--- src/sv/bresenham_line_stepper_assert.svh ---
// Assertion macros for the line stepper modules; bls_core uses them.
// Depends on signals named clk and arst_n in the module that uses them.
// The condition must hold in the same cycle as the trigger.
`ifndef BRESENHAM_LINE_STEPPER_ASSERT_SVH
`define BRESENHAM_LINE_STEPPER_ASSERT_SVH

`define BLS_ASSERT_SAME(label, ante, cons) \
	label: assert property (@(posedge clk) disable iff (!arst_n) (ante) |-> (cons)) \
		else $error("bresenham line stepper assertion failed");

// The condition must hold in the cycle after the trigger.
`define BLS_ASSERT_NEXT(label, ante, cons) \
	label: assert property (@(posedge clk) disable iff (!arst_n) (ante) |=> (cons)) \
		else $error("bresenham line stepper assertion failed");

`endif

--- src/sv/bls_pkg.sv ---
// Package for the Bresenham line stepper: widths, codes, setup struct, clamp.
// Depends on nothing; every module, interface and the testbench import it.
`timescale 1ns / 1ps

package bls_pkg;

	localparam int MAX_DIM = 4096;
	localparam int PIX_W = $clog2(MAX_DIM);
	localparam int CFG_W = 13;
	localparam int COORD_W = 16;
	localparam int COLOR_W = 32;
	localparam int DELTA_W = PIX_W + 1;
	localparam int TWICE_W = PIX_W + 1;
	localparam int ERR_W = PIX_W + 3;
	localparam int SZ_W = (CFG_W > PIX_W + 1) ? CFG_W : PIX_W + 1;
	localparam int CMP_W = (COORD_W > SZ_W) ? COORD_W : SZ_W;
	localparam int IDX_W = 1;

	localparam logic [CFG_W-1:0] WIDTH_RESET = CFG_W'(640);
	localparam logic [CFG_W-1:0] HEIGHT_RESET = CFG_W'(480);

	typedef enum logic {
		ACT_LOAD = 1'b0,
		ACT_STEP = 1'b1
	} action_t;

	typedef enum logic [IDX_W-1:0] {
		REG_SCREEN_WIDTH = 1'b0,
		REG_SCREEN_HEIGHT = 1'b1
	} reg_index_t;

	typedef struct packed {
		logic steep;
		logic active;
		logic [PIX_W-1:0] cur_major;
		logic [PIX_W-1:0] cur_minor;
		logic [PIX_W-1:0] end_major;
		logic dir_neg;
		logic [DELTA_W-1:0] major_delta;
		logic [TWICE_W-1:0] minor_twice;
	} line_setup_t;

	function automatic logic [PIX_W-1:0] clamp_coord(logic signed [COORD_W-1:0] v,
			logic [CFG_W-1:0] size);
		logic [SZ_W-1:0] eff;
		logic [SZ_W-1:0] top;
		logic [PIX_W-1:0] res;
		eff = SZ_W'(size);
		if (size == '0) begin
			eff = SZ_W'(1);
		end else if (SZ_W'(size) > SZ_W'(MAX_DIM)) begin
			eff = SZ_W'(MAX_DIM);
		end
		top = eff - SZ_W'(1);
		if (v[COORD_W-1]) begin
			res = '0;
		end else if (CMP_W'(v[COORD_W-2:0]) > CMP_W'(top)) begin
			res = top[PIX_W-1:0];
		end else begin
			res = v[PIX_W-1:0];
		end
		return res;
	endfunction

endpackage

--- src/sv/bls_ifs.sv ---
// Handshake channels of the line stepper: line commands in, pixels out.
// Depends on bls_pkg for the field widths.
`timescale 1ns / 1ps

interface bls_line_if import bls_pkg::*; ();
	logic valid;
	logic ready;
	logic [0:0] action;
	logic signed [COORD_W-1:0] start_x;
	logic signed [COORD_W-1:0] start_y;
	logic signed [COORD_W-1:0] end_x;
	logic signed [COORD_W-1:0] end_y;
	logic [COLOR_W-1:0] draw_color;

	modport source (output valid, action, start_x, start_y, end_x, end_y, draw_color,
		input ready);
	modport sink (input valid, action, start_x, start_y, end_x, end_y, draw_color,
		output ready);
endinterface

interface bls_pixel_if import bls_pkg::*; ();
	logic valid;
	logic ready;
	logic [PIX_W-1:0] pixel_x;
	logic [PIX_W-1:0] pixel_y;
	logic [COLOR_W-1:0] pixel_color;
	logic last;

	modport source (output valid, pixel_x, pixel_y, pixel_color, last, input ready);
	modport sink (input valid, pixel_x, pixel_y, pixel_color, last, output ready);
endinterface

--- src/sv/bls_setup.sv ---
// Line setup: clamps the endpoints, picks the major axis and orders the ends.
// Depends on bls_pkg.
`timescale 1ns / 1ps

module bls_setup import bls_pkg::*; (
	input logic signed [COORD_W-1:0] start_x,
	input logic signed [COORD_W-1:0] start_y,
	input logic signed [COORD_W-1:0] end_x,
	input logic signed [COORD_W-1:0] end_y,
	input logic [CFG_W-1:0] screen_width,
	input logic [CFG_W-1:0] screen_height,
	output line_setup_t setup
);

	logic [PIX_W-1:0] x0, y0, x1, y1;
	logic [PIX_W-1:0] dx, dy, dmin;
	logic [PIX_W-1:0] a0, b0, a1, b1;
	logic [PIX_W-1:0] lo_a, lo_b, hi_a, hi_b;
	logic steep;

	always_comb begin
		x0 = clamp_coord(start_x, screen_width);
		y0 = clamp_coord(start_y, screen_height);
		x1 = clamp_coord(end_x, screen_width);
		y1 = clamp_coord(end_y, screen_height);
		dx = (x0 > x1) ? x0 - x1 : x1 - x0;
		dy = (y0 > y1) ? y0 - y1 : y1 - y0;
		steep = dx < dy;
		a0 = steep ? y0 : x0;
		b0 = steep ? x0 : y0;
		a1 = steep ? y1 : x1;
		b1 = steep ? x1 : y1;
		if (a0 > a1) begin
			lo_a = a1;
			lo_b = b1;
			hi_a = a0;
			hi_b = b0;
		end else begin
			lo_a = a0;
			lo_b = b0;
			hi_a = a1;
			hi_b = b1;
		end
		dmin = (hi_b > lo_b) ? hi_b - lo_b : lo_b - hi_b;
		setup.steep = steep;
		setup.active = hi_a > lo_a;
		setup.cur_major = lo_a;
		setup.cur_minor = lo_b;
		setup.end_major = hi_a;
		setup.dir_neg = hi_b <= lo_b;
		setup.major_delta = DELTA_W'(hi_a - lo_a);
		setup.minor_twice = {dmin, 1'b0};
	end

endmodule

--- src/sv/bls_core.sv ---
// Stepper core: holds the active line, steps the error term, drives the pixel register.
// Depends on bls_pkg, bls_ifs and the assertion macro header.
`timescale 1ns / 1ps
`include "bresenham_line_stepper_assert.svh"

module bls_core import bls_pkg::*; (
	input logic clk,
	input logic arst_n,
	input logic item_valid,
	input action_t item_action,
	input line_setup_t setup,
	input logic [COLOR_W-1:0] item_color,
	output logic adv,
	bls_pixel_if.source pix
);

	logic active_q, steep_q, dir_neg_q, out_valid_q;
	logic [PIX_W-1:0] cur_major_q, cur_minor_q, end_major_q;
	logic [DELTA_W-1:0] major_delta_q;
	logic [TWICE_W-1:0] minor_twice_q;
	logic signed [ERR_W-1:0] err_q;
	logic [COLOR_W-1:0] color_q;
	logic [PIX_W-1:0] px_q, py_q;
	logic [COLOR_W-1:0] pcolor_q;
	logic last_q;

	logic go, do_load, do_step, fin, err_gt;
	logic signed [ERR_W-1:0] err_sum, err_next;

	always_comb begin
		adv = !out_valid_q || pix.ready;
		go = item_valid && adv;
		do_load = go && (item_action == ACT_LOAD);
		do_step = go && (item_action == ACT_STEP) && active_q;
		fin = ({1'b0, cur_major_q} + DELTA_W'(1)) >= {1'b0, end_major_q};
		err_sum = err_q + $signed(ERR_W'(minor_twice_q));
		err_gt = err_sum > $signed(ERR_W'(major_delta_q));
		err_next = err_gt ? err_sum - $signed(ERR_W'({major_delta_q, 1'b0})) : err_sum;
	end

	always_ff @(posedge clk or negedge arst_n) begin
		if (!arst_n) begin
			active_q <= 1'b0;
			out_valid_q <= 1'b0;
		end else begin
			if (do_load) begin
				active_q <= setup.active;
			end else if (do_step && fin) begin
				active_q <= 1'b0;
			end
			if (adv) begin
				out_valid_q <= do_step;
			end
		end
	end

	always_ff @(posedge clk) begin
		if (do_load) begin
			steep_q <= setup.steep;
			cur_major_q <= setup.cur_major;
			cur_minor_q <= setup.cur_minor;
			end_major_q <= setup.end_major;
			dir_neg_q <= setup.dir_neg;
			major_delta_q <= setup.major_delta;
			minor_twice_q <= setup.minor_twice;
			err_q <= '0;
			color_q <= item_color;
		end else if (do_step) begin
			cur_major_q <= cur_major_q + PIX_W'(1);
			err_q <= err_next;
			if (err_gt) begin
				cur_minor_q <= dir_neg_q ? cur_minor_q - PIX_W'(1) : cur_minor_q + PIX_W'(1);
			end
		end
		if (do_step) begin
			px_q <= steep_q ? cur_minor_q : cur_major_q;
			py_q <= steep_q ? cur_major_q : cur_minor_q;
			pcolor_q <= color_q;
			last_q <= fin;
		end
	end

	assign pix.valid = out_valid_q;
	assign pix.pixel_x = px_q;
	assign pix.pixel_y = py_q;
	assign pix.pixel_color = pcolor_q;
	assign pix.last = last_q;

	// The major coordinate never reaches the end while a line is live.
	`BLS_ASSERT_SAME(a_major_below_end, active_q, cur_major_q < end_major_q)
	// The error term stays at or below the major distance.
	`BLS_ASSERT_SAME(a_err_bounded, active_q, err_q <= $signed(ERR_W'(major_delta_q)))
	// The final pixel of a line retires the line.
	`BLS_ASSERT_NEXT(a_last_ends_line, do_step && fin, !active_q)
	// A step with no live line leaves the pixel register empty.
	`BLS_ASSERT_NEXT(a_idle_step_silent, go && (item_action == ACT_STEP) && !active_q,
		!out_valid_q)

endmodule

--- src/sv/bresenham_line_stepper.sv ---
// Bresenham line stepper top level: input register, screen registers, setup and core.
// Depends on bls_pkg, bls_ifs, bls_setup and bls_core.
//
//   channel    direction  handshake     payload
//   line_in    in         valid/ready   action, start_x, start_y, end_x, end_y, draw_color
//   pixel_out  out        valid/ready   pixel_x, pixel_y, pixel_color, last
//   cfg        in         cfg_we        cfg_index, cfg_data (screen_width, screen_height)
//
// One item per clock unless pixel_out stalls: an item waits in the input register, then
// setup or one error-term step runs into core state and pixel register in the same cycle.
// A step pixel is valid as its item leaves the input register. Reset clears the live line
// and both valid flags and sets the screen to 640 by 480. A stalled pixel holds the
// input register; line_in.ready follows pixel_out.ready when both stages are full.
`timescale 1ns / 1ps

module bresenham_line_stepper import bls_pkg::*; (
	input logic clk,
	input logic arst_n,
	bls_line_if.sink line_in,
	bls_pixel_if.source pixel_out,
	input logic cfg_we,
	input logic [IDX_W-1:0] cfg_index,
	input logic [CFG_W-1:0] cfg_data
);

	logic [CFG_W-1:0] width_q, height_q;
	logic valid_s1;
	action_t action_s1;
	logic signed [COORD_W-1:0] start_x_s1, start_y_s1, end_x_s1, end_y_s1;
	logic [COLOR_W-1:0] color_s1;
	logic adv;
	logic accept;
	line_setup_t setup;

	assign line_in.ready = !valid_s1 || adv;
	assign accept = line_in.valid && line_in.ready;

	always_ff @(posedge clk or negedge arst_n) begin
		if (!arst_n) begin
			width_q <= WIDTH_RESET;
			height_q <= HEIGHT_RESET;
			valid_s1 <= 1'b0;
		end else begin
			if (cfg_we) begin
				unique case (reg_index_t'(cfg_index))
					REG_SCREEN_WIDTH: width_q <= cfg_data;
					REG_SCREEN_HEIGHT: height_q <= cfg_data;
					default: ;
				endcase
			end
			if (accept) begin
				valid_s1 <= 1'b1;
			end else if (adv) begin
				valid_s1 <= 1'b0;
			end
		end
	end

	always_ff @(posedge clk) begin
		if (accept) begin
			action_s1 <= action_t'(line_in.action);
			start_x_s1 <= line_in.start_x;
			start_y_s1 <= line_in.start_y;
			end_x_s1 <= line_in.end_x;
			end_y_s1 <= line_in.end_y;
			color_s1 <= line_in.draw_color;
		end
	end

	bls_setup u_setup (
		.start_x(start_x_s1),
		.start_y(start_y_s1),
		.end_x(end_x_s1),
		.end_y(end_y_s1),
		.screen_width(width_q),
		.screen_height(height_q),
		.setup(setup)
	);

	bls_core u_core (
		.clk(clk),
		.arst_n(arst_n),
		.item_valid(valid_s1),
		.item_action(action_s1),
		.setup(setup),
		.item_color(color_s1),
		.adv(adv),
		.pix(pixel_out)
	);

endmodule

--- src/flat_wrapper.sv ---
// flat-port wrapper written by rule: the top's interface ports become plain ports
module bresenham_line_stepper_flat import bls_pkg::*;
  (clk, arst_n, cfg_we, cfg_index, cfg_data, line_in_valid, line_in_action, line_in_start_x, line_in_start_y, line_in_end_x, line_in_end_y, line_in_draw_color, line_in_ready, pixel_out_valid, pixel_out_pixel_x, pixel_out_pixel_y, pixel_out_pixel_color, pixel_out_last, pixel_out_ready);
  bls_line_if line_in_i ();
  bls_pixel_if pixel_out_i ();
  input logic clk;
  input logic arst_n;
  input logic cfg_we;
  input logic [IDX_W-1:0] cfg_index;
  input logic [CFG_W-1:0] cfg_data;
  input wire logic [$bits(line_in_i.valid)-1:0] line_in_valid;
  input wire logic [$bits(line_in_i.action)-1:0] line_in_action;
  input wire logic [$bits(line_in_i.start_x)-1:0] line_in_start_x;
  input wire logic [$bits(line_in_i.start_y)-1:0] line_in_start_y;
  input wire logic [$bits(line_in_i.end_x)-1:0] line_in_end_x;
  input wire logic [$bits(line_in_i.end_y)-1:0] line_in_end_y;
  input wire logic [$bits(line_in_i.draw_color)-1:0] line_in_draw_color;
  output wire logic [$bits(line_in_i.ready)-1:0] line_in_ready;
  output wire logic [$bits(pixel_out_i.valid)-1:0] pixel_out_valid;
  output wire logic [$bits(pixel_out_i.pixel_x)-1:0] pixel_out_pixel_x;
  output wire logic [$bits(pixel_out_i.pixel_y)-1:0] pixel_out_pixel_y;
  output wire logic [$bits(pixel_out_i.pixel_color)-1:0] pixel_out_pixel_color;
  output wire logic [$bits(pixel_out_i.last)-1:0] pixel_out_last;
  input wire logic [$bits(pixel_out_i.ready)-1:0] pixel_out_ready;
  assign line_in_i.valid = line_in_valid;
  assign line_in_i.action = line_in_action;
  assign line_in_i.start_x = line_in_start_x;
  assign line_in_i.start_y = line_in_start_y;
  assign line_in_i.end_x = line_in_end_x;
  assign line_in_i.end_y = line_in_end_y;
  assign line_in_i.draw_color = line_in_draw_color;
  assign line_in_ready = line_in_i.ready;
  assign pixel_out_valid = pixel_out_i.valid;
  assign pixel_out_pixel_x = pixel_out_i.pixel_x;
  assign pixel_out_pixel_y = pixel_out_i.pixel_y;
  assign pixel_out_pixel_color = pixel_out_i.pixel_color;
  assign pixel_out_last = pixel_out_i.last;
  assign pixel_out_i.ready = pixel_out_ready;
  bresenham_line_stepper u_core (.clk(clk), .arst_n(arst_n), .line_in(line_in_i), .pixel_out(pixel_out_i), .cfg_we(cfg_we), .cfg_index(cfg_index), .cfg_data(cfg_data));
endmodule
--- config.mk ---
export PLATFORM = sky130hd
export DESIGN_NAME = bresenham_line_stepper_flat
export DESIGN_NICKNAME = d
export VERILOG_FILES = /design/src/sv/bls_pkg.sv /design/src/sv/bls_ifs.sv /design/src/sv/bls_setup.sv /design/src/sv/bls_core.sv /design/src/sv/bresenham_line_stepper.sv /design/src/flat_wrapper.sv
export VERILOG_INCLUDE_DIRS = /design/src /design/src/sv
export SDC_FILE = /design/constraint.sdc
export NUM_CORES = 1
export LEC_CHECK = 0
export BUFFER_PORTS_ARGS = -buffer_cell sky130_fd_sc_hd__buf_2
export CAP_MARGIN = 20
export CORE_ASPECT_RATIO = 0.5
export CORE_MARGIN = 1
export CORE_UTILIZATION = 35
export DETAILED_ROUTE_END_ITERATION = 6
export PLACE_DENSITY = 0.6
export SLEW_MARGIN = 20
export SYNTH_ARGS = -nofsm -noshare
export SYNTH_HDL_FRONTEND = slang
export SYNTH_SLANG_ARGS = --single-unit
--- constraint.sdc ---
create_clock -name clk -period 37.2 [get_ports clk]
set_input_delay 1.86 -clock clk [delete_from_list [all_inputs] [get_ports clk]]
set_output_delay 1.86 -clock clk [all_outputs]
set_load 0.02 [all_outputs]
# Yosys cells after proc, flatten, opt, wreduce, memory -nomap -nowiden
# Index checks and enable logic that the tools add are counted.
[word_totals]
regBits = 293
latch_bits = 0
ramBits = 0
mem_bits_ro = 0
inputBits = 116
output_inout_bits = 59
word_cells = 111
memories = 0
[op_classes]
addsub = 15
multipliers = 0
div_mod_pow = 0
n_lt_le_gt_ge = 15
eq_ne = 0
shift = 0
muxes = 36
bitwise = 2
n_reduce_logical = 19
[op_table]
columns = ["op", "n"]
rows = [
  ["2-to-1 mux 12 bit", 27],
  ["subtractor 12 bit", 6],
  ["greater-than comparator 12 bit", 5],
  ["greater-than comparator 15 x 13 -> 1 bit", 4],
  ["2-to-1 mux 13 bit", 4],
  ["greater-than comparator 13 bit, second input constant", 2],
  ["zero test 13 bit", 2],
  ["subtractor 13 x 1 -> 13 bit, second input constant", 2],
  ["adder 12 x 1 -> 12 bit, second input constant", 2],
  ["adder 15 x 14 -> 15 bit", 1],
  ["greater-than comparator 15 x 14 -> 1 bit", 1],
  ["2-to-1 mux 15 bit", 1],
  ["subtractor 15 bit", 1],
  ["adder 12 x 1 -> 13 bit, second input constant", 1],
  ["greater-or-equal comparator 13 x 12 -> 1 bit", 1],
  ["subtractor 12 x 12 -> 13 bit", 1],
  ["<= comparator 12 bit", 1],
  ["< comparator 12 bit", 1],
  ["subtractor 12 x 1 -> 12 bit, second input constant", 1],
  ["nonzero test 2 bit", 4],
  ["logical AND 1 bit", 6],
  ["AND reduction 2 bit", 3],
  ["2-to-1 mux 1 bit", 4],
  ["zero test 1 bit", 2],
  ["2 further kinds", 4],
]

# Longest topological paths before layout
[logic_depth]
ltp_word = 15
ltp_mapped = 81
ltp_nobuf = 72

# Hierarchy
# A second synthesis with hierarchy kept.
[unflattened]
hier_cells = 2151
area_unflattened_um2 = 21172.8
[by_module_without_submodules]
columns = ["mod", "instances", "cells_each", "area_each_um2", "seq_area_each_um2"]
rows = [
  ["bls_setup", 1, 1329, 8802.2, 0.0],
  ["bls_core", 1, 665, 8380.5, 4944.7],
  ["bresenham_line_stepper", 1, 157, 3990.1, 3595.9],
]

# Worst setup path after synthesis
# OpenSTA, ideal clock, no wires.
[synth_path]
path_kind = "register to register"
start = "register u_core.width_q[3]"
end = "register u_core.u_core.minor_twice_q[6] (data pin)"
setup_ns = 0.262
arrival_ns = 14.967
t_required_ns = 36.938
setup_slack_ns = 21.972
stages_incl_launch_ff = 78
n_path_buf = 13
synth_period_minus_slack_ns = 15.228
path_cell_list = "dfrtp_1 -> buf_2 -> nor4_1 -> nand2_1 -> nor2_1 -> nor2_1 -> nor2_1 -> inv_1 -> ha_1 -> clkbuf_1 -> nor2_1 -> a21oi_1 -> o21ai_0 -> inv_1 -> ha_1 -> nand4_1 -> nor3_1 -> o211ai_1 -> [... 42 more ...] -> a211oi_2 -> o21ai_4 -> buf_6 -> buf_4 -> buf_4 -> mux2i_1 -> inv_1 -> ha_1 -> fa_1 -> nand2b_1 -> a21oi_1 -> a221oi_2 -> o211a_1 -> o41ai_2 -> a31oi_2 -> buf_6 -> mux2i_1 -> xnor2_1"
[synth_rtl]
columns = ["item", "line", "source"]
rows = [
  ["start: declaration", "bresenham_line_stepper.sv:26", "logic [CFG_W-1:0] width_q, height_q;"],
  ["start signal: assignment", "bresenham_line_stepper.sv:46", "REG_SCREEN_WIDTH: width_q <= cfg_data;"],
  ["end signal: assignment", "bls_core.sv:65", "minor_twice_q <= setup.minor_twice;"],
  ["end: declaration", "bls_core.sv:20", "logic [TWICE_W-1:0] minor_twice_q;"],
]

==> impl_results.md <==
* Outcome: finished, violations left
* Failing checks: design-rule violations
* Commonest register cell after synthesis: edfxtp_1
* RSZ-0062 raised after global routing: false
* Synth area leader: edfxtp_1
* Synth Instances at 2017
* Die area at 59200 um2
* Flop and latch count out of synthesis at 292
* Fin nets at 2482
* Seq/Total Area, Yosys at 41.7%
* I/O Pins at 175
* Critical-path maximum fanout at 64
* Top cells by area, synth: edfxtp_1, ha_1, mux2i_1
* Setup TNS at 0 ps
* Initial antenna violation count at 1
* ANT cells at 0
* Synthesis Warnings at 0
* TritonCTS Sinks at 292
* DRC errors left at 1
* Post-Route WL at 57400 um
* Cell area after synthesis at 20400 um2
* Setup Skew at 27.7 ps
* Crit Reg-Reg Endpoint: u_core.u_core.minor_twice_q[5]$_DFFE_PP_
* Rel. slew slack at 23.6%
* Post-CTS sizing at 0
* Vias per std cell at 5.30
* Max-slew violations at 0
* TritonRoute pass-1 iters at 7
* Core area at 57400 um2
* Placed Area at 22000 um2
* H-tree depth at 1
* First-pass GRT wire length at 88100 um
* Crit-path max cell delay at 680 ps
* Hold Path End: u_core.u_core.color_q[21]$_DFFE_PP_
* Max clock buf depth at 3
* CTS tree: yes
* GPL Wtd Cong at 0.963
* Start of the worst register-to-register path: u_core.width_q[3]$_DFFE_PN0P_
* Area Growth Syn to Fin at 13.4%
* Unique masters post-synth at 93
* Final period util at 48.9%
* Clock latency on the worst-skew pair at 620 ps
* Final HPWL DP at 44700 um
* R2R cell count at 71
* Most frequent cells in the layout: edfxtp_1, ha_1, inv_1, nor2_1, buf_2
* Setup CP Type: reg -> reg
* CP most frequent cell: nor2_1
* Die height at 173 um
* Final ANT Viol Nets at 0
* Average cell area after synthesis at 10.1 um2
* Worst path arrival time at 18520 ps
* Largest net degree at the start of global routing at 68
* Crit path time final at 18180 ps
* Worst Setup Start Kind: flip-flop
* Post-CTS Setup Inserts at 0
* Worst slew pin tran at 1140 ps
* Hold path depth at 0
* Fmax at 55.0 MHz
* Row cnt at 62
* Syn_nets at 2331
* Starting density of the core at 35.5%
* Critical Path RT at 37530 ps
* Number of setup violations in the final report at 0
* Hold Vio Cnt, Final at 0
* Critical Path Sink Type: flip-flop
* Die width at 343 um
* Total CTS buffers at 29
* Reg-to-reg setup timing slack at 19020 ps
* Via count at 15700
* Critical path's slowest cell: o21ai_4
* Clock Pin Slew Worst Setup and Hold Paths at 70 ps
* Detailed Route Iter0 Violations at 1130
* Root buffer cell: clkbuf_16
* Share of layout cells above drive strength 1 at 16.3%
* Vias in the first global route at 15100
* Commonest non-fill, non-tap cell in the layout: edfxtp_1
* Average wire per cell in the routed design at 19.4 um
* PortBufs at 174
* GRT Util Overall at 19.1%
* HP Start: u_core.color_s1[21]$_DFFE_PP_
* Asr flop ratio synth at 9.93%
* Yosys top cell area share at 36.7%
* Hold_buf cts at 0
* Post-route cell area at 23100 um2
* Number of synthesized flops with an enable pin at 249
* GRT overflow at 0
* Max Cap Violations at 0
* Hold Path Class: reg -> reg
registers in the layout, indices dropped and copies added, names as in the netlist, 12 cells and up:
register and count:
u_core.u_core.cur_minor_q 12, u_core.u_core.end_major_q 12, u_core.u_core.minor_twice_q 12, u_core.u_core.pix.pixel_y 12
u_core.u_core.pix.pixel_color 32, u_core.start_x_s1 16, u_core.end_x_s1 16, u_core.end_y_s1 16
u_core.u_core.pix.pixel_x 12, u_core.start_y_s1 16, u_core.height_q 13, u_core.u_core.major_delta_q 13
u_core.u_core.cur_major_q 12, u_core.u_core.color_q 32, u_core.width_q 13, u_core.color_s1 32
u_core.u_core.err_q 14
worst max-delay path, delay by kind of cell (launching register included):
kind	cells	cell delay, ps
DFF	1	470
buffers and inverters	11	2480
and+or+nand+nor	16	3270
AOI/OAI and AO/OA	30	7330
xor gates and xnor gates	2	260
muxes	4	1440
adders and majority gates	8	2560
area by class of cell:
| cell class | instances | area (um2) |
|---|---|---|
| Fill cell | 5674 | 34300 |
| Multi-Input combinational cell | 1473 | 10900 |
| Timing Repair Buffer | 191 | 998 |
| Clock inverter | 25 | 324 |
| Clock buffer | 29 | 726 |
| Inverter | 181 | 682 |
| Tap cell | 768 | 961 |
| Sequential cell | 292 | 8490 |
cells in the mapped netlist (16+ instances only):
cell,instances
edfxtp_1,249
ha_1,189
nor2_1,178
inv_1,177
a21oi_1,154
nand2_1,114
o21ai_0,84
mux2i_1,81
xnor2_1,65
mux2_2,62
a21o_1,59
clkbuf_1,49
a211oi_1,36
nor3_1,34
o21bai_1,32
nand3_1,30
nor2b_1,26
xor2_1,25
dfrtp_1,23
nand2b_1,23
nand4_1,21
o31ai_1,16
metrics by stage:
step | std cells | hold WS (ps) | setup slack, ps | util, %
finish | 2959 | 417 | 19020 | 40.2
global route | 2959 | 419 | 17640 | 40.2
CTS | 2959 | 417 | 19250 | 40.2
detailed placement | 2905 | 405 | 19380 | 38.4
global placement | 2905 | 400 | 19490 | 38.4
floorplan | 2017 | 400 | 21970 | -
cells by family (layout without fill, tap and decap cells):
| family | count (synthesis) | in the layout | synth area share (%) |
|---|---|---|---|
| buffers and inverters | 252 | 426 | 4.80 |
| XOR/XNOR | 90 | 90 | 3.87 |
| multiplexers | 144 | 144 | 7.48 |
| flip-flops | 292 | 292 | 41.7 |
| adder cells (fa/ha/maj) | 199 | 199 | 12.5 |
| AND/OR/NAND/NOR | 520 | 520 | 12.3 |
| AO/OA/AOI/OAI | 520 | 520 | 17.3 |
routing by layer:
metal  vias to the layer above  GRT usage (%)  share of wire, %
met5                         -              0             0.033
met4                         2           4.72               2.3
met3                        76           2.96               5.2
met2                       403           30.9                47
met1                      7492           26.6                46
li1                       7719              -                 -
worst max-delay path by stage:
| stage | to | slack [ps] | from |
|---|---|---|---|
| after floorplan | u_core.u_core.minor_twice_q[6]$_DFFE_PP_ | 21970 | u_core.width_q[3]$_DFFE_PN0P_ |
| after global placement | u_core.u_core.minor_twice_q[4]$_DFFE_PP_ | 19490 | u_core.height_q[4]$_DFFE_PN0P_ |
| after detailed placement | u_core.u_core.minor_twice_q[5]$_DFFE_PP_ | 19380 | u_core.height_q[4]$_DFFE_PN0P_ |
| after CTS | u_core.u_core.minor_twice_q[5]$_DFFE_PP_ | 19250 | u_core.height_q[4]$_DFFE_PN0P_ |
| after global routing | u_core.u_core.minor_twice_q[9]$_DFFE_PP_ | 17640 | u_core.width_q[3]$_DFFE_PN0P_ |
| final | u_core.u_core.minor_twice_q[5]$_DFFE_PP_ | 19020 | u_core.width_q[3]$_DFFE_PN0P_ |
Power is not shown: default switching activity piles up to over one toggle a cycle in this logic, so the estimate is an artifact.
